==> src/design/assert_macros.svh <==
// Assertion macros shared by the classifier RTL.
// Depends on nothing; included by the files that check their own logic.
`ifndef ASSERT_MACROS_SVH
`define ASSERT_MACROS_SVH

// Concurrent property, sampled on the rising clock, off while reset is asserted.
`define ASSERT_ON(lbl, clk, rstn, prop) \
	lbl: assert property (@(posedge clk) disable iff (!(rstn)) (prop)) \
		else $error("classifier assertion failed");

// Condition that must never be true at a sampled edge.
`define ASSERT_NEVER(lbl, clk, rstn, cond) `ASSERT_ON(lbl, clk, rstn, !(cond))

`endif

==> src/design/wssc_pkg.sv <==
// Shared types, constants and signature tables of the scan classifier.
// Depends on nothing; used by every other file of the block but assert_macros.svh.
`default_nettype none

package wssc_pkg;

	localparam int WINDOW_BYTES = 17;
	localparam int SIG_COUNT    = 17;
	localparam int SIG_MAX_LEN  = 17;
	localparam int SIG_BITS     = SIG_MAX_LEN * 8;
	localparam int WIN_BITS     = WINDOW_BYTES * 8;
	localparam int HIST_BITS    = (WINDOW_BYTES - 1) * 8;
	localparam int LEN_W        = 5;
	localparam int WEIGHT_W     = 3;
	localparam int SCORE_W      = 6;
	localparam int VK_W         = 5;
	localparam int GL_W         = 4;
	localparam int CFG_W        = 6;
	localparam int CFG_IDX_W    = 2;
	localparam int QUEUE_DEPTH  = 2;
	localparam int QUEUE_PTR_W  = $clog2(QUEUE_DEPTH);
	localparam int QUEUE_CNT_W  = $clog2(QUEUE_DEPTH + 1);

	typedef logic [SIG_BITS-1:0]  sig_text_t;
	typedef logic [SIG_COUNT-1:0] hits_t;
	typedef logic [SCORE_W-1:0]   score_t;
	typedef logic [CFG_W-1:0]     cfg_word_t;

	typedef enum logic [1:0] {
		FAM_NONE = 2'd0,
		FAM_D3D  = 2'd1,
		FAM_VK   = 2'd2,
		FAM_GL   = 2'd3
	} family_t;

	typedef enum logic [2:0] {
		API_UNKNOWN = 3'd0,
		API_D3D9    = 3'd1,
		API_D3D10   = 3'd2,
		API_D3D11   = 3'd3,
		API_D3D12   = 3'd4,
		API_VULKAN  = 3'd5,
		API_OPENGL  = 3'd6
	} api_t;

	localparam logic [CFG_IDX_W-1:0] REG_MIN_SCORE  = 2'd0;
	localparam logic [CFG_IDX_W-1:0] REG_MIN_MARGIN = 2'd1;

	localparam cfg_word_t MIN_SCORE_RESET  = 6'd4;
	localparam cfg_word_t MIN_MARGIN_RESET = 6'd3;

	// Signatures that decide the d3d version.
	localparam int SIG_D3D12_DLL   = 0;
	localparam int SIG_D3D12_DEV   = 1;
	localparam int SIG_D3D11_DLL   = 2;
	localparam int SIG_D3D11_DEV   = 3;
	localparam int SIG_D3D10_1_DLL = 4;
	localparam int SIG_D3D10_DLL   = 5;
	localparam int SIG_D3D9_DLL    = 6;
	localparam int SIG_D3D_CREATE9 = 7;

	// Text is right aligned: the last character sits in the low byte.
	localparam sig_text_t SIG_TEXT [SIG_COUNT] = '{
		"d3d12.dll", "d3d12createdevice", "d3d11.dll", "d3d11createdevice",
		"d3d10_1.dll", "d3d10.dll", "d3d9.dll", "direct3dcreate9", "dxgi.dll",
		"vulkan-1.dll", "vkcreateinstance", "vkcreatedevice", "vkqueuepresentkhr",
		"opengl32.dll", "wglcreatecontext", "glgetstring", "wglgetprocaddress"
	};

	localparam logic [LEN_W-1:0] SIG_LEN [SIG_COUNT] = '{
		5'd9, 5'd17, 5'd9, 5'd17, 5'd11, 5'd9, 5'd8, 5'd15, 5'd8,
		5'd12, 5'd16, 5'd14, 5'd17,
		5'd12, 5'd16, 5'd11, 5'd17
	};

	localparam logic [WEIGHT_W-1:0] SIG_WEIGHT [SIG_COUNT] = '{
		3'd5, 3'd4, 3'd5, 3'd4, 3'd5, 3'd4, 3'd3, 3'd4, 3'd2,
		3'd6, 3'd4, 3'd4, 3'd2,
		3'd6, 3'd4, 3'd2, 3'd2
	};

	localparam family_t SIG_FAMILY [SIG_COUNT] = '{
		FAM_D3D, FAM_D3D, FAM_D3D, FAM_D3D, FAM_D3D, FAM_D3D, FAM_D3D, FAM_D3D,
		FAM_D3D, FAM_VK, FAM_VK, FAM_VK, FAM_VK, FAM_GL, FAM_GL, FAM_GL, FAM_GL
	};

	typedef struct packed {
		logic  valid;
		hits_t hits;
	} hits_msg_t;

	typedef struct packed {
		cfg_word_t min_score;
		cfg_word_t min_margin;
	} cfg_t;

	typedef struct packed {
		api_t            api_code;
		family_t         family_code;
		score_t          pick_score;
		score_t          d3d_score;
		logic [VK_W-1:0] vk_score;
		logic [GL_W-1:0] gl_score;
	} result_t;

	// Byte mask that covers the low len bytes of a signature slot.
	function automatic sig_text_t sig_mask(input logic [LEN_W-1:0] len);
		sig_text_t m;
		m = '0;
		for (int b = 0; b < SIG_MAX_LEN; b++) begin
			if (b < int'(len)) begin
				m[b*8 +: 8] = 8'hFF;
			end
		end
		return m;
	endfunction

endpackage

`default_nettype wire

==> src/design/wssc_if.sv <==
// Valid/ready channel interfaces for the byte input and the result output.
// Depends on wssc_pkg for the result field types.
`default_nettype none

interface wssc_scan_if;
	logic       valid;
	logic       ready;
	logic [7:0] data_byte;
	logic       last_byte;

	modport source(output valid, data_byte, last_byte, input ready);
	modport sink(input valid, data_byte, last_byte, output ready);
endinterface

interface wssc_result_if;
	logic                           valid;
	logic                           ready;
	wssc_pkg::api_t                 api_code;
	wssc_pkg::family_t              family_code;
	wssc_pkg::score_t               pick_score;
	wssc_pkg::score_t               d3d_score;
	logic [wssc_pkg::VK_W-1:0]      vk_score;
	logic [wssc_pkg::GL_W-1:0]      gl_score;

	modport source(output valid, api_code, family_code, pick_score, d3d_score, vk_score,
		gl_score, input ready);
	modport sink(input valid, api_code, family_code, pick_score, d3d_score, vk_score,
		gl_score, output ready);
endinterface

`default_nettype wire

==> src/design/wssc_front.sv <==
// Front end: byte window, parallel signature compare and sticky found bits.
// Depends on wssc_pkg and wssc_scan_if; feeds wssc_queue.
`default_nettype none

module wssc_front (
	input  wire logic           clk,
	input  wire logic           arst_n,
	wssc_scan_if.sink           scan,
	input  wire logic           q_full,
	output wssc_pkg::hits_msg_t push
);

	logic [wssc_pkg::HIST_BITS-1:0] window_q;
	wssc_pkg::hits_t                found_q;
	logic [wssc_pkg::WIN_BITS-1:0]  win_all;
	wssc_pkg::hits_t                match;
	wssc_pkg::hits_t                hits;
	logic                           accept;

	assign scan.ready = !q_full;
	assign accept     = scan.valid && scan.ready;

	// The current byte is the newest and sits in the low byte of the window.
	always_comb begin
		win_all = {window_q, scan.data_byte};
		for (int i = 0; i < wssc_pkg::SIG_COUNT; i++) begin
			match[i] = ((win_all[wssc_pkg::SIG_BITS-1:0] ^ wssc_pkg::SIG_TEXT[i])
				& wssc_pkg::sig_mask(wssc_pkg::SIG_LEN[i])) == '0;
		end
		hits = found_q | match;
	end

	always_ff @(posedge clk or negedge arst_n) begin
		if (!arst_n) begin
			window_q <= '0;
			found_q  <= '0;
		end else if (accept) begin
			if (scan.last_byte) begin
				window_q <= '0;
				found_q  <= '0;
			end else begin
				window_q <= win_all[wssc_pkg::HIST_BITS-1:0];
				found_q  <= hits;
			end
		end
	end

	assign push.valid = accept && scan.last_byte;
	assign push.hits  = hits;

endmodule

`default_nettype wire

==> src/design/wssc_queue.sv <==
// Short FIFO of finished found-bit sets between the front and back ends.
// Depends on wssc_pkg and assert_macros.svh.
`default_nettype none

`include "assert_macros.svh"

module wssc_queue (
	input  wire logic                clk,
	input  wire logic                arst_n,
	input  wire wssc_pkg::hits_msg_t push,
	input  wire logic                pop,
	output logic                     full,
	output wssc_pkg::hits_msg_t      head
);

	wssc_pkg::hits_t                   entry_q [wssc_pkg::QUEUE_DEPTH];
	logic [wssc_pkg::QUEUE_PTR_W-1:0]  wr_ptr_q;
	logic [wssc_pkg::QUEUE_PTR_W-1:0]  rd_ptr_q;
	logic [wssc_pkg::QUEUE_CNT_W-1:0]  count_q;
	logic                              push_fire;
	logic                              pop_fire;

	localparam logic [wssc_pkg::QUEUE_PTR_W-1:0] LAST_PTR =
		wssc_pkg::QUEUE_PTR_W'(wssc_pkg::QUEUE_DEPTH - 1);
	localparam logic [wssc_pkg::QUEUE_CNT_W-1:0] FULL_COUNT =
		wssc_pkg::QUEUE_CNT_W'(wssc_pkg::QUEUE_DEPTH);

	assign full      = count_q == FULL_COUNT;
	assign push_fire = push.valid && !full;
	assign pop_fire  = pop && (count_q != '0);

	assign head.valid = count_q != '0;
	assign head.hits  = entry_q[rd_ptr_q];

	always_ff @(posedge clk) begin
		if (push_fire) begin
			entry_q[wr_ptr_q] <= push.hits;
		end
	end

	always_ff @(posedge clk or negedge arst_n) begin
		if (!arst_n) begin
			wr_ptr_q <= '0;
			rd_ptr_q <= '0;
			count_q  <= '0;
		end else begin
			if (push_fire) begin
				wr_ptr_q <= (wr_ptr_q == LAST_PTR) ? '0 : wr_ptr_q + 1'b1;
			end
			if (pop_fire) begin
				rd_ptr_q <= (rd_ptr_q == LAST_PTR) ? '0 : rd_ptr_q + 1'b1;
			end
			if (push_fire && !pop_fire) begin
				count_q <= count_q + 1'b1;
			end else if (pop_fire && !push_fire) begin
				count_q <= count_q - 1'b1;
			end
		end
	end

	`ASSERT_NEVER(a_count_bound, clk, arst_n, count_q > FULL_COUNT)
	`ASSERT_ON(a_count_grows, clk, arst_n, push_fire && !pop_fire |=> count_q == $past(count_q) + 1'b1)

endmodule

`default_nettype wire

==> src/design/wssc_back.sv <==
// Back end: family scores and d3d version, then ranking, pick and result register.
// Depends on wssc_pkg, wssc_result_if and assert_macros.svh; drains wssc_queue.
`default_nettype none

`include "assert_macros.svh"

module wssc_back (
	input  wire logic                clk,
	input  wire logic                arst_n,
	input  wire wssc_pkg::hits_msg_t head,
	output logic                     pop,
	input  wire wssc_pkg::cfg_t      cfg,
	wssc_result_if.source            result
);

	logic              valid_s1;
	wssc_pkg::score_t  d3d_s1;
	wssc_pkg::score_t  vk_s1;
	wssc_pkg::score_t  gl_s1;
	wssc_pkg::api_t    ver_s1;
	logic              valid_s2;
	wssc_pkg::result_t res_s2;

	wssc_pkg::score_t  d3d_sum;
	wssc_pkg::score_t  vk_sum;
	wssc_pkg::score_t  gl_sum;
	wssc_pkg::api_t    ver;
	wssc_pkg::family_t top_fam;
	wssc_pkg::score_t  top;
	wssc_pkg::score_t  second;
	wssc_pkg::score_t  mn_dv;
	wssc_pkg::score_t  mx_dv;
	wssc_pkg::score_t  mn_g;
	logic              pick_ok;
	wssc_pkg::result_t res;
	logic              advance_s2;
	logic              load_s1;
	logic              out_picked;
	logic              out_blank;

	assign advance_s2 = !valid_s2 || result.ready;
	assign load_s1    = !valid_s1 || advance_s2;
	assign pop        = load_s1 && head.valid;

	always_comb begin
		d3d_sum = '0;
		vk_sum  = '0;
		gl_sum  = '0;
		for (int i = 0; i < wssc_pkg::SIG_COUNT; i++) begin
			if (head.hits[i]) begin
				case (wssc_pkg::SIG_FAMILY[i])
					wssc_pkg::FAM_D3D: d3d_sum = d3d_sum + wssc_pkg::score_t'(wssc_pkg::SIG_WEIGHT[i]);
					wssc_pkg::FAM_VK:  vk_sum  = vk_sum + wssc_pkg::score_t'(wssc_pkg::SIG_WEIGHT[i]);
					wssc_pkg::FAM_GL:  gl_sum  = gl_sum + wssc_pkg::score_t'(wssc_pkg::SIG_WEIGHT[i]);
					default: ;
				endcase
			end
		end

		// Newest d3d version wins when several are present.
		if (head.hits[wssc_pkg::SIG_D3D12_DEV] || head.hits[wssc_pkg::SIG_D3D12_DLL]) begin
			ver = wssc_pkg::API_D3D12;
		end else if (head.hits[wssc_pkg::SIG_D3D11_DEV]
			|| head.hits[wssc_pkg::SIG_D3D11_DLL]) begin
			ver = wssc_pkg::API_D3D11;
		end else if (head.hits[wssc_pkg::SIG_D3D10_1_DLL]
			|| head.hits[wssc_pkg::SIG_D3D10_DLL]) begin
			ver = wssc_pkg::API_D3D10;
		end else if (head.hits[wssc_pkg::SIG_D3D_CREATE9]
			|| head.hits[wssc_pkg::SIG_D3D9_DLL]) begin
			ver = wssc_pkg::API_D3D9;
		end else begin
			ver = wssc_pkg::API_UNKNOWN;
		end
	end

	always_ff @(posedge clk or negedge arst_n) begin
		if (!arst_n) begin
			valid_s1 <= 1'b0;
		end else if (load_s1) begin
			valid_s1 <= head.valid;
		end
	end

	always_ff @(posedge clk) begin
		if (pop) begin
			d3d_s1 <= d3d_sum;
			vk_s1  <= vk_sum;
			gl_s1  <= gl_sum;
			ver_s1 <= ver;
		end
	end

	// Ties keep the order d3d, vulkan, opengl; the runner-up is the median score.
	always_comb begin
		if (d3d_s1 >= vk_s1 && d3d_s1 >= gl_s1) begin
			top_fam = wssc_pkg::FAM_D3D;
			top     = d3d_s1;
		end else if (vk_s1 >= gl_s1) begin
			top_fam = wssc_pkg::FAM_VK;
			top     = vk_s1;
		end else begin
			top_fam = wssc_pkg::FAM_GL;
			top     = gl_s1;
		end
		mn_dv   = (d3d_s1 < vk_s1) ? d3d_s1 : vk_s1;
		mx_dv   = (d3d_s1 < vk_s1) ? vk_s1 : d3d_s1;
		mn_g    = (mx_dv < gl_s1) ? mx_dv : gl_s1;
		second  = (mn_dv < mn_g) ? mn_g : mn_dv;
		pick_ok = (top >= cfg.min_score)
			&& !((second != '0) && ((top - second) < cfg.min_margin));

		res.d3d_score = d3d_s1;
		res.vk_score  = vk_s1[wssc_pkg::VK_W-1:0];
		res.gl_score  = gl_s1[wssc_pkg::GL_W-1:0];
		if (pick_ok) begin
			res.family_code = top_fam;
			res.pick_score  = top;
		end else begin
			res.family_code = wssc_pkg::FAM_NONE;
			res.pick_score  = '0;
		end
		case (res.family_code)
			wssc_pkg::FAM_D3D: res.api_code = ver_s1;
			wssc_pkg::FAM_VK:  res.api_code = wssc_pkg::API_VULKAN;
			wssc_pkg::FAM_GL:  res.api_code = wssc_pkg::API_OPENGL;
			default:           res.api_code = wssc_pkg::API_UNKNOWN;
		endcase
	end

	always_ff @(posedge clk or negedge arst_n) begin
		if (!arst_n) begin
			valid_s2 <= 1'b0;
		end else if (advance_s2) begin
			valid_s2 <= valid_s1;
		end
	end

	always_ff @(posedge clk) begin
		if (advance_s2 && valid_s1) begin
			res_s2 <= res;
		end
	end

	assign result.valid       = valid_s2;
	assign result.api_code    = res_s2.api_code;
	assign result.family_code = res_s2.family_code;
	assign result.pick_score  = res_s2.pick_score;
	assign result.d3d_score   = res_s2.d3d_score;
	assign result.vk_score    = res_s2.vk_score;
	assign result.gl_score    = res_s2.gl_score;

	assign out_picked = valid_s2 && (res_s2.family_code != wssc_pkg::FAM_NONE);
	assign out_blank  = (res_s2.api_code == wssc_pkg::API_UNKNOWN) && (res_s2.pick_score == '0);

	`ASSERT_ON(a_pick_meets_min, clk, arst_n, out_picked |-> res_s2.pick_score >= cfg.min_score)
	`ASSERT_ON(a_none_is_blank, clk, arst_n, valid_s2 && !out_picked |-> out_blank)

endmodule

`default_nettype wire

==> src/design/weighted_signature_scan_classifier_unit.sv <==
// Top level of the weighted signature scan classifier.
// Depends on wssc_pkg, wssc_if, wssc_front, wssc_queue and wssc_back.
`default_nettype none

// The block takes one lower-case content byte per cycle on the scan channel. A
// 17-byte window is compared against all 17 signatures in parallel in the front
// end, so a byte stream flows at one byte per cycle while the queue is not
// full. The byte flagged as last closes the stream: its found bits go into a
// two-entry queue and the front end starts the next stream on the following
// cycle. The back end scores, ranks and picks in two register stages, s1 and
// then the result register s2. If the result side stalls long enough for the
// queue to fill, scan.ready drops until an entry is drained. The configuration
// port writes min_score (index 0) and min_margin (index 1); other indexes are
// ignored. No clearing pass is needed after reset.
module weighted_signature_scan_classifier_unit (
	input  wire logic                           clk,
	input  wire logic                           arst_n,
	wssc_scan_if.sink                           scan,
	wssc_result_if.source                       result,
	input  wire logic                           cfg_we,
	input  wire logic [wssc_pkg::CFG_IDX_W-1:0] cfg_index,
	input  wire logic [wssc_pkg::CFG_W-1:0]     cfg_wdata
);

	wssc_pkg::cfg_t      cfg_q;
	wssc_pkg::hits_msg_t push;
	wssc_pkg::hits_msg_t head;
	logic                q_full;
	logic                pop;

	always_ff @(posedge clk or negedge arst_n) begin
		if (!arst_n) begin
			cfg_q.min_score  <= wssc_pkg::MIN_SCORE_RESET;
			cfg_q.min_margin <= wssc_pkg::MIN_MARGIN_RESET;
		end else if (cfg_we) begin
			case (cfg_index)
				wssc_pkg::REG_MIN_SCORE:  cfg_q.min_score  <= cfg_wdata;
				wssc_pkg::REG_MIN_MARGIN: cfg_q.min_margin <= cfg_wdata;
				default: ;
			endcase
		end
	end

	wssc_front u_front (
		.clk    (clk),
		.arst_n (arst_n),
		.scan   (scan),
		.q_full (q_full),
		.push   (push)
	);

	wssc_queue u_queue (
		.clk    (clk),
		.arst_n (arst_n),
		.push   (push),
		.pop    (pop),
		.full   (q_full),
		.head   (head)
	);

	wssc_back u_back (
		.clk    (clk),
		.arst_n (arst_n),
		.head   (head),
		.pop    (pop),
		.cfg    (cfg_q),
		.result (result)
	);

endmodule

`default_nettype wire
==> src/flat_wrapper.sv <==
// flat-port wrapper written by rule: the top's interface ports become plain ports
module weighted_signature_scan_classifier_unit_flat 
  (clk, arst_n, cfg_we, cfg_index, cfg_wdata, scan_valid, scan_data_byte, scan_last_byte, scan_ready, result_valid, result_api_code, result_family_code, result_pick_score, result_d3d_score, result_vk_score, result_gl_score, result_ready);
  wssc_scan_if scan_i ();
  wssc_result_if result_i ();
  input  wire logic clk;
  input  wire logic arst_n;
  input  wire logic cfg_we;
  input  wire logic [wssc_pkg::CFG_IDX_W-1:0] cfg_index;
  input  wire logic [wssc_pkg::CFG_W-1:0] cfg_wdata;
  input wire logic [$bits(scan_i.valid)-1:0] scan_valid;
  input wire logic [$bits(scan_i.data_byte)-1:0] scan_data_byte;
  input wire logic [$bits(scan_i.last_byte)-1:0] scan_last_byte;
  output wire logic [$bits(scan_i.ready)-1:0] scan_ready;
  output wire logic [$bits(result_i.valid)-1:0] result_valid;
  output wire logic [$bits(result_i.api_code)-1:0] result_api_code;
  output wire logic [$bits(result_i.family_code)-1:0] result_family_code;
  output wire logic [$bits(result_i.pick_score)-1:0] result_pick_score;
  output wire logic [$bits(result_i.d3d_score)-1:0] result_d3d_score;
  output wire logic [$bits(result_i.vk_score)-1:0] result_vk_score;
  output wire logic [$bits(result_i.gl_score)-1:0] result_gl_score;
  input wire logic [$bits(result_i.ready)-1:0] result_ready;
  assign scan_i.valid = scan_valid;
  assign scan_i.data_byte = scan_data_byte;
  assign scan_i.last_byte = scan_last_byte;
  assign scan_ready = scan_i.ready;
  assign result_valid = result_i.valid;
  assign result_api_code = result_i.api_code;
  assign result_family_code = result_i.family_code;
  assign result_pick_score = result_i.pick_score;
  assign result_d3d_score = result_i.d3d_score;
  assign result_vk_score = result_i.vk_score;
  assign result_gl_score = result_i.gl_score;
  assign result_i.ready = result_ready;
  weighted_signature_scan_classifier_unit u_core (.clk(clk), .arst_n(arst_n), .scan(scan_i), .result(result_i), .cfg_we(cfg_we), .cfg_index(cfg_index), .cfg_wdata(cfg_wdata));
endmodule
==> config.mk <==
export PLATFORM = sky130hd
export DESIGN_NAME = weighted_signature_scan_classifier_unit_flat
export DESIGN_NICKNAME = d
export VERILOG_FILES = /design/src/design/wssc_pkg.sv /design/src/design/wssc_if.sv /design/src/design/wssc_front.sv /design/src/design/wssc_queue.sv /design/src/design/wssc_back.sv /design/src/design/weighted_signature_scan_classifier_unit.sv /design/src/flat_wrapper.sv
export VERILOG_INCLUDE_DIRS = /design/src /design/src/design
export SDC_FILE = /design/constraint.sdc
export NUM_CORES = 1
export LEC_CHECK = 0
export BUFFER_PORTS_ARGS = -buffer_cell sky130_fd_sc_hd__buf_2
export CAP_MARGIN = 0
export CORE_MARGIN = 2
export CORE_UTILIZATION = 45
export CTS_BUF_LIST = sky130_fd_sc_hd__clkbuf_4 sky130_fd_sc_hd__clkbuf_8
export DETAILED_ROUTE_END_ITERATION = 12
export HOLD_SLACK_MARGIN = 0.03
export SLEW_MARGIN = 20
export SYNTH_ARGS = -nofsm -noshare
export SYNTH_HDL_FRONTEND = slang
export SYNTH_SLANG_ARGS = --single-unit
==> constraint.sdc <==
create_clock -name clk -period 19.5 [get_ports clk]
set_input_delay 0.975 -clock clk [delete_from_list [all_inputs] [get_ports clk]]
set_output_delay 0.975 -clock clk [all_outputs]
set_load 0.03 [all_outputs]
-- Yosys cells after proc, flatten, opt, wreduce, memory -nomap -nowiden
Memory sizes are Yosys's and may differ from the RTL's.
Cells that the tools add are included.
- reductions and logical operators: 46
- mux-type cells: 38
- add/subtract/negate cells: 19
- order comparisons: 8
- equality and inequality tests: 5
- bitwise logic cells: 18
- operators by type and width (cell ; count):
    logical NOT 136 bit ; 17
    inverter 49 bit ; 3
    2-to-1 mux 128 bit ; 1
    inverter 63 bit ; 2
    2-to-1 mux 6 bit ; 20
    inverter 57 bit ; 2
    inverter 31 bit ; 3
    inverter 73 bit ; 1
    inverter 72 bit ; 1
    inverter 69 bit ; 1
    inverter 67 bit ; 1
    adder 6 x 3 -> 6 bit (second input constant) ; 9
    inverter 39 bit ; 1
    adder 6 x 2 -> 6 bit (second input constant) ; 5
    inverter 30 bit ; 1
    inverter 29 bit ; 1
    >= comparator 6 bit ; 4
    < comparator 6 bit ; 4
    2-to-1 mux 17 bit ; 1
    OR 17 bit ; 1
    logical AND 1 bit ; 11
    2-to-1 mux 2 bit ; 5
    2-to-1 mux 3 bit ; 3
    case mux 3 bit (3 select lines) ; 1
    other kinds (14) ; 35
- logic and storage cells: 154
- output and inout bits: 28
- input bits: 22
- RAM bits: 34
- memories: 1
- register bits: 210
- memory list (memory ; words ; width ; read ports ; clocked after memory_dff ; wr ports ; line ; RTL):
    u_core.u_queue.entry_q ; 2 ; 17 ; 1 ; 0 ; 1 ; wssc_queue.sv:16 ; wssc_pkg::hits_t entry_q [wssc_pkg::QUEUE_DEPTH];

-- Longest topological paths before layout
Gate-level depths: netlist of the first run.
An unclocked memory read counts as a cell.
- depth in word-level cells: 18
- gate-level depth with buffers: 37
- mapped depth without buffers: 34

-- Modules after synthesis
A second synthesis of the first run with hierarchy kept.
- cell total of the unflattened synthesis: 1394
- area total of the unflattened synthesis: 13859.5 µm²
- by module, submodules not included (module ; sequential area each (µm²) ; cells an instance ; area each (µm²) ; instances):
    wssc_front ; 3628.5 ; 885 ; 7922.6 ; 1
    wssc_back ; 1341.3 ; 411 ; 3990.1 ; 1
    wssc_queue ; 1121.1 ; 72 ; 1477.7 ; 1
    weighted_signature_scan_classifier_unit ; 304.0 ; 26 ; 469.2 ; 1

-- Least setup slack after synthesis of the first run
OpenSTA, ideal clock, no wires.
- kind: register to register
- start point: reg u_core.u_back.vk_s1[2]
- end point: reg u_core.u_back.res_s2 (netlist bit u_core.u_back.result.api_code[0]) (data pin)
- required time: 19224 ps
- path buffers: 2
- setup time: 276 ps
- period minus slack after synthesis: 6986 ps
- slack: 12514 ps
- data arrival time: 6709 ps
- stages on the path, launching flop included: 35
- cells stage by stage: edfxtp_1 inv_1 ha_1 nand2b_1 a21oi_2 nor2_1 o21ai_0 ha_1 a21o_1 a21o_1 a21oi_1 o31ai_4 buf_2 a21oi_1 ha_1 o221a_2 nor2_1 o32ai_1 a41oi_4 mux2i_1 nor2b_1 ha_1 inv_1 fa_1 ha_1 a21boi_0 o21a_1 o21a_1 o21a_1 o21a_1 a2111o_1 a41o_1 o211ai_1 buf_2 a211oi_1
- RTL lines (item ; line ; RTL):
    start: declaration ; wssc_back.sv:18 ; wssc_pkg::score_t vk_s1;
    start signal: assignment ; wssc_back.sv:88 ; vk_s1 <= vk_sum;
    end signal: assignment ; wssc_back.sv:141 ; res_s2 <= res;
    end: declaration ; wssc_back.sv:22 ; wssc_pkg::result_t res_s2;

==> impl_metrics.py, run 1 <==
metrics = {
    "timing": {
        "period_needed_ns": 8.20,
        "timing.hold.ws_ns": 0.471,
        "setup_violations": 0,
        "worst_pin_slew_ns": 0.995,
        "finalSetupTns_ns": 0,
        "hold_violations": 0,
        "rsz0062_at_grt": "false",
        "slew_viol_final": 0,
        "fin_skew_ns": 0.0352,
        "clock.fmax_mhz": 122,
        "period_share": 0.421,
        "slew_headroom": 0.335,
    },
    "synthesis": {
        "async_flop_share": 0.679,
        "seq_area_frac_synth": 0.465,
        "synth_area_per_cell_um2": 9.76,
        "synth-seq-cells": 240,
        "synth_edf_count": 77,
        "synthFlopType": "dfrtp_1",
        "syn_area_um2": 13700,
        "yosys_warnings": 0,
        "synth_cell_types": 85,
        "syn_inst": 1408,
    },
    "routing": {
        "routed_wl_um": 38500,
        "drtIter0Drc": 926,
        "vias": 10700,
        "drtPass1Iterations": 7,
        "antenna_left": 0,
        "detail_route.wl_per_cell_um": 20.6,
        "drc": 0,
        "via_per_inst": 5.70,
    },
    "clocking": {
        "clkTransAtPathRegs_ns": 0.06,
        "cts.sinks": 240,
        "clockRootBuffer": "clkbuf_8",
        "postCtsSetupRepairBufs": 0,
        "numCtsBuffers": 42,
        "cts_tree": "yes",
        "clkLatencyLatePin_ns": 0.57,
        "htree_levels": 2,
        "clock_path_buffers": 3,
        "post_cts_hold_buffer_count": 0,
        "cts-resized-gates": 0,
    },
    "die": {
        "die_area_um2": 31900,
        "ios": 50,
        "core-area_um2": 29900,
        "die_h_um": 179,
        "initial_core_util": 0.460,
        "num_rows": 63,
        "die_w_um": 179,
    },
    "setup_path": {
        "worst_ep_arrival_time_ns": 8.47,
        "ff2ff_path_depth": 32,
        "cp-start-kind": "flop",
        "cp_slowest_stage_delay_ns": 0.67,
        "cp_slowest_cell": "o211ai_1",
        "cp_data_required_time_ns": 19.77,
        "cpMostUsedCell": "ha_1",
        "cp-end-kind": "flop",
        "worstSetupPathType": "flop to flop",
        "crit_fanout": 16,
    },
    "status": {
        "status": "completed",
    },
    "cells_and_area": {
        "instances_no_fill": 1872,
        "nets": 1527,
        "stdcell_area_um2": 15200,
        "syn_to_final_growth_pct": 10.5,
        "diodes": 0,
        "drive_gt1_frac": 0.132,
    },
    "placement": {
        "gp_congestion": 0.940,
        "dpl-instance-area_um2": 14300,
        "port_buffers": 47,
        "hpwlAfterDp_um": 27700,
        "dp_cells": 1796,
    },
    "power_and_ir_drop": {
        "power.density_nw_per_um2": 212,
        "total_leakage_power_nw": 7.01,
        "peakVddDrop_uv": 212,
        "total_power_mw": 3.21,
    },
    "min_path": {
        "hold_class": "flop to flop",
        "min_path_cells": 2,
    },
    "global_routing": {
        "antenna_found_initial": 0,
        "grtUsageTotal": 0.250,
        "grt_pass1_wl_um": 61200,
        "grt_pass1_vias": 10600,
        "grt_max_degree": 112,
        "gr-total-overflow": 0,
    },
    "run": {
        "cap_viol_max_count": 0,
    },
}
## per-stage QoR
step,util,setup slack (ns)
final,0.508,11.30
after global routing,0.508,10.71
after detailed placement,0.479,11.39
after floorplan,-,12.51
after global placement,0.479,11.39
after CTS,0.508,11.31
## per-layer routing
layer  global-route usage  routed length (um)
met4               0.0986                1480
met1                0.326               16800
met3               0.0363                1710
met2                0.418               18500
met5              0.00160                   0
## report_power, final
part	internal (mW)	leakage (nW)	switching, mW	total, mW
registers	0.665	2.97	0.0883	0.754
clock network	0.273	0.474	0.207	0.481
logic	0.845	3.56	1.14	1.98
total	1.78	7.01	1.43	3.21
## flip-flops by register name, summed over array words and instances (netlist names), 6 cells and up
signal                           flops
u_core.u_front.found_q              17
u_core.u_front.window_q            128
u_core.u_back.result.pick_score      6
u_core.u_back.d3d_s1                 6
u_core.cfg_q                        12
u_core.u_back.result.d3d_score       6
u_core.u_queue.entry_q              34
## worst max-delay path: cells and delay by family (launching register included)
family                     cells  cell delay, ns
and+or+nand+nor                5            0.40
muxes                          1            0.26
DFF                            1            0.58
AOI/OAI and AO/OA             17            4.46
buffers and inverters          3            0.47
adders and majority gates      6            1.75
## placed cells by master, fill, tap and decap left out, drive strengths merged, types with 27 or more instances in the layout
cell type	netlist	final
ha	54	54
dfrtp	160	160
edfxtp	77	77
a21oi	37	37
nor2	75	75
clkbuf	49	66
nor2b	27	27
nand2	314	314
inv	45	47
nand3b	140	140
mux2i	27	27
buf	10	56
nand4	29	29
## synthesized netlist by cell type, types with 4 or more instances
| cell type | count | area, um^2 |
|---|---|---|
| inv_1 | 44 | 165 |
| dfrtp_1 | 160 | 4000 |
| xnor2_1 | 20 | 175 |
| a41o_1 | 6 | 60.1 |
| or3_1 | 5 | 31.3 |
| a21o_1 | 17 | 128 |
| nor2b_1 | 27 | 169 |
| or4_1 | 13 | 97.6 |
| clkbuf_1 | 49 | 184 |
| and4b_1 | 8 | 80.1 |
| nand2b_1 | 19 | 119 |
| or2_2 | 5 | 31.3 |
| ha_1 | 54 | 676 |
| nor3b_1 | 7 | 52.6 |
| nand4_1 | 29 | 181 |
| nor3_1 | 23 | 115 |
| a21oi_1 | 36 | 180 |
| nor4_1 | 25 | 156 |
| nor4b_1 | 10 | 87.6 |
| o211a_1 | 11 | 110 |
| o211ai_1 | 5 | 37.5 |
| and2_1 | 6 | 37.5 |
| mux2_2 | 20 | 225 |
| o21ai_0 | 26 | 130 |
| mux2i_1 | 22 | 220 |
| o21a_1 | 8 | 60.1 |
| nand3_1 | 25 | 125 |
| or4b_2 | 4 | 40.0 |
| and3b_1 | 4 | 35.0 |
| nand2_1 | 314 | 1180 |
| nand4b_1 | 17 | 149 |
| nand3b_1 | 140 | 1050 |
| nor2_1 | 74 | 278 |
| xor2_1 | 13 | 114 |
| nor4bb_1 | 8 | 80.1 |
| edfxtp_1 | 77 | 2310 |
## layout make-up
type                    count  area (um^2)
fillers                  2813        14700
well taps                 390          488
clock inverters            10         80.1
repair buffers             56          309
inverters                  47          181
flip-flops and latches    240         6390
multi-input cells        1063         6930
clock buffers              66          796
## cell families (layout without fill, tap and decap cells)
| kind of cell | after synthesis | after routing | share of synthesized area |
|---|---|---|---|
| buf+inv | 106 | 179 | 0.0312 |
| xor+xnor | 36 | 36 | 0.0251 |
| flops | 240 | 240 | 0.465 |
| mux | 49 | 49 | 0.0415 |
| other cells | 1 | 2 | 0.000273 |
| simple gates | 780 | 780 | 0.310 |
| fa+ha+maj | 55 | 55 | 0.0506 |
| compound gates | 141 | 141 | 0.0760 |
## final timing paths
kind / from / endpoint / slack [ns]
hold / removal: u_core.u_front.window_q[126]$_DFFE_PN0P_ / u_core.u_front.window_q[126]$_DFFE_PN0P_ / 0.47
max in group asynchronous: arst_n / u_core.u_front.window_q[42]$_DFFE_PN0P_ / 17.53
min in group asynchronous: arst_n / u_core.u_front.window_q[61]$_DFFE_PN0P_ / 0.49
setup / recovery: u_core.u_back.vk_s1[2]$_DFFE_PP_ / u_core.u_back.result.family_code[0]$_DFFE_PP_ / 11.30
setup reg to reg: u_core.u_back.vk_s1[2]$_DFFE_PP_ / u_core.u_back.result.family_code[0]$_DFFE_PP_ / 11.30
hold reg to reg: u_core.u_front.window_q[126]$_DFFE_PN0P_ / u_core.u_front.window_q[126]$_DFFE_PN0P_ / 0.47
(Power assumes the default switching activity.)
==> run 2, diff against run 1 <==
==> constraint.sdc (replaced) <==
create_clock -name clk -period 6.74 [get_ports clk]
set_input_delay 0.337 -clock clk [delete_from_list [all_inputs] [get_ports clk]]
set_output_delay 0.337 -clock clk [all_outputs]
set_load 0.03 [all_outputs]
==> run 2 against run 1 <==
  * The run now ends with setup timing left
  * Non-clock buffer count rose by 52
  * Via count increased by 2.3%
  * Sequential share of layout area down 1.6 points
  * Final cell count increased by 2.8%
  * Fmax up 19%
  * Sequential cell count is the same
  * Global-route usage barely moved
  * Count of clock-buffer cells in the layout up 2
  * Routed wire length is essentially flat
  * Critical endpoint is now u_core.u_back.result.pick_score[5]$_SDFFCE_PP0P_
  * Highest routed layer unchanged
==> impl_metrics.py, run 2 (synthesis gave the netlist of run 1 again) <==
metrics = {
    "global_routing": {
        "grt_pass1_vias": 10800,
        "grt_pass1_wl_um": 61300,
        "gr-total-overflow": 0,
        "antenna_found_initial": 0,
        "grt_max_degree": 105,
        "grtUsageTotal": 0.249,
    },
    "timing": {
        "worst_pin_slew_ns": 0.985,
        "period_needed_ns": 6.89,
        "period_share": 1.02,
        "setup_violations": 11,
        "worst_slack_ns": -0.147,
        "hold_violations": 0,
        "clock.fmax_mhz": 145,
        "slew_viol_final": 0,
        "rsz0062_at_grt": "true",
        "slew_headroom": 0.343,
        "fin_skew_ns": 0.0401,
        "timing.hold.ws_ns": 0.0821,
    },
    "routing": {
        "drtIter0Drc": 895,
        "antenna_left": 0,
        "wl_met2_um": 18800,
        "via_per_inst": 5.67,
        "detail_route.wl_per_cell_um": 20.0,
        "drc": 0,
        "wl_met3_um": 1490,
        "routed_wl_um": 38600,
        "drtPass1Iterations": 6,
        "top_layer": "met4",
        "m1WireLength_um": 17000,
        "vias": 10900,
    },
    "cells_and_area": {
        "final_cell_mix": "312 x nand2_1, 160 x dfrtp_1, 140 x nand3b_1, 77 x edfxtp_1, 72 x nor2_1",
        "drive_gt1_frac": 0.167,
        "largestRegisters": "u_core.u_front.window_q: 128 flops, u_core.u_queue.entry_q: 34 flops, u_core.u_front.found_q: 17 flops",
        "diodes": 0,
        "top_register": "u_core.u_front.window_q",
        "final_common_cell": "nand2_1",
        "largest_reg_flops": 128,
        "nets": 1579,
        "syn_to_final_growth_pct": 14.7,
    },
    "run": {
        "cap_viol_max_count": 0,
    },
    "clocking": {
        "htree_levels": 2,
        "clockRootBuffer": "clkbuf_8",
        "clkLatencyLatePin_ns": 0.56,
        "numCtsBuffers": 42,
        "clkTransAtPathRegs_ns": 0.07,
        "clock_path_buffers": 3,
        "cts.sinks": 240,
        "cts_tree": "yes",
    },
    "setup_path": {
        "cp_data_required_time_ns": 7.04,
        "crit_fanout": 6,
        "ff2ff_path_depth": 34,
        "cpMostUsedCell": "o21a_1",
        "cp_slowest_cell": "edfxtp_1",
        "r2r_slack_ns": -0.15,
        "cp_slowest_stage_delay_ns": 0.43,
        "cp-end-kind": "flop",
        "reg2reg_from": "u_core.u_back.d3d_s1[5]$_DFFE_PP_",
        "r2r-end": "u_core.u_back.result.pick_score[5]$_SDFFCE_PP0P_",
        "worst_ep_arrival_time_ns": 7.19,
        "cp-start-kind": "flop",
        "worstSetupPathType": "flop to flop",
        "critical_path.startpoint": "u_core.u_back.d3d_s1[5]$_DFFE_PP_",
    },
    "die": {
        "die_h_um": 179,
        "num_rows": 63,
        "core-area_um2": 29900,
        "die_w_um": 179,
        "ios": 50,
        "initial_core_util": 0.460,
        "die_area_um2": 31900,
    },
    "placement": {
        "port_buffers": 47,
        "hpwlAfterDp_um": 27200,
        "gp_congestion": 0.964,
    },
    "min_path": {
        "hold_class": "input port to flop",
        "min_to": "u_core.u_back.valid_s1$_DFFE_PN0N_",
        "min_from": "result_ready",
        "min_path_cells": 4,
    },
    "status": {
        "status": "complete, but fails checks",
        "violations": "setup timing",
    },
}
[run 2: cell count changes in the layout (fill, tap and decap cells not counted), moves of 3 or more]
cell	previous run	this run
buf_4	9	50
o21ai_0	26	20
o21ai_1	0	3
dlygate4sd3_1	0	9
o21ai_2	0	3
ha_1	54	51
a21oi_2	1	5
a21oi_1	36	31
[run 2: timing repair]
action | 4_1_cts | 5_1_grt
endpoints found under the hold margin | 108 | 0
gates resized for setup | 13 | 17
endpoints found under the setup margin | 11 | 11
buffers inserted | 9 | 10
hold buffers | 9 | 0
gates cloned | 1 | 0
pin swaps | 9 | 25
[run 2: worst max path at each step]
stage | end | slack, ns
3_3_place_gp | u_core.u_back.result.family_code[1]$_DFFE_PP_ | -0.004
5_1_grt | u_core.u_back.result.pick_score[2]$_SDFFCE_PP0P_ | -0.44
2_1_floorplan | u_core.u_back.result.api_code[0]$_DFFE_PP_ | 0.01
3_5_place_dp | u_core.u_back.result.pick_score[5]$_SDFFCE_PP0P_ | -0.10
4_1_cts | u_core.u_back.result.family_code[1]$_DFFE_PP_ | 0.0006
6_report | u_core.u_back.result.pick_score[5]$_SDFFCE_PP0P_ | -0.15
[run 2: area by class of cell]
class / count / area (um^2)
timing repair buffer: 108 / 743
tap: 390 / 488
inverter: 47 / 181
fill: 2764 / 14100
clock buffer: 68 / 823
sequential: 240 / 6390
multi-input combinational: 1063 / 7040
clock inverter: 9 / 95.1
[run 2: critical path, delay by kind of cell (launching register included)]
| family | cells | cell delay, ns |
|---|---|---|
| AO/OA/AOI/OAI | 20 | 3.45 |
| adder cells (fa/ha/maj) | 6 | 1.67 |
| buffers and inverters | 3 | 0.46 |
| flip-flops | 1 | 0.43 |
| multiplexers | 1 | 0.29 |
| AND/OR/NAND/NOR | 4 | 0.31 |
[run 2: through the flow]
| step | setup slack, ns | area, um^2 | setup TNS [ns] | instances | util |
|---|---|---|---|---|---|
| 6_report | -0.147 | 15800 | -1.53 | 1925 | 0.528 |
| 5_1_grt | -0.435 | 15800 | -4.66 | 1925 | 0.528 |
| 4_1_cts | 0.000565 | 15700 | 0 | 1917 | 0.524 |
| 3_5_place_dp | -0.104 | 14500 | -0.999 | 1821 | 0.486 |
| 3_3_place_gp | -0.00392 | 14500 | -0.00392 | 1821 | 0.486 |
| 2_1_floorplan | 0.00968 | 13800 | 0 | 1409 | - |
[run 2: per-layer routing]
| layer | up-vias | global-route usage |
|---|---|---|
| li1 | 5205 | - |
| met1 | 5341 | 0.325 |
| met2 | 282 | 0.424 |
| met3 | 84 | 0.0363 |
| met4 | 0 | 0.0871 |
| met5 | - | 0 |
Power of run 2 is left out: the tool's default activity adds up to more than one toggle a clock period on the data nets, which glitch-free logic cannot reach.
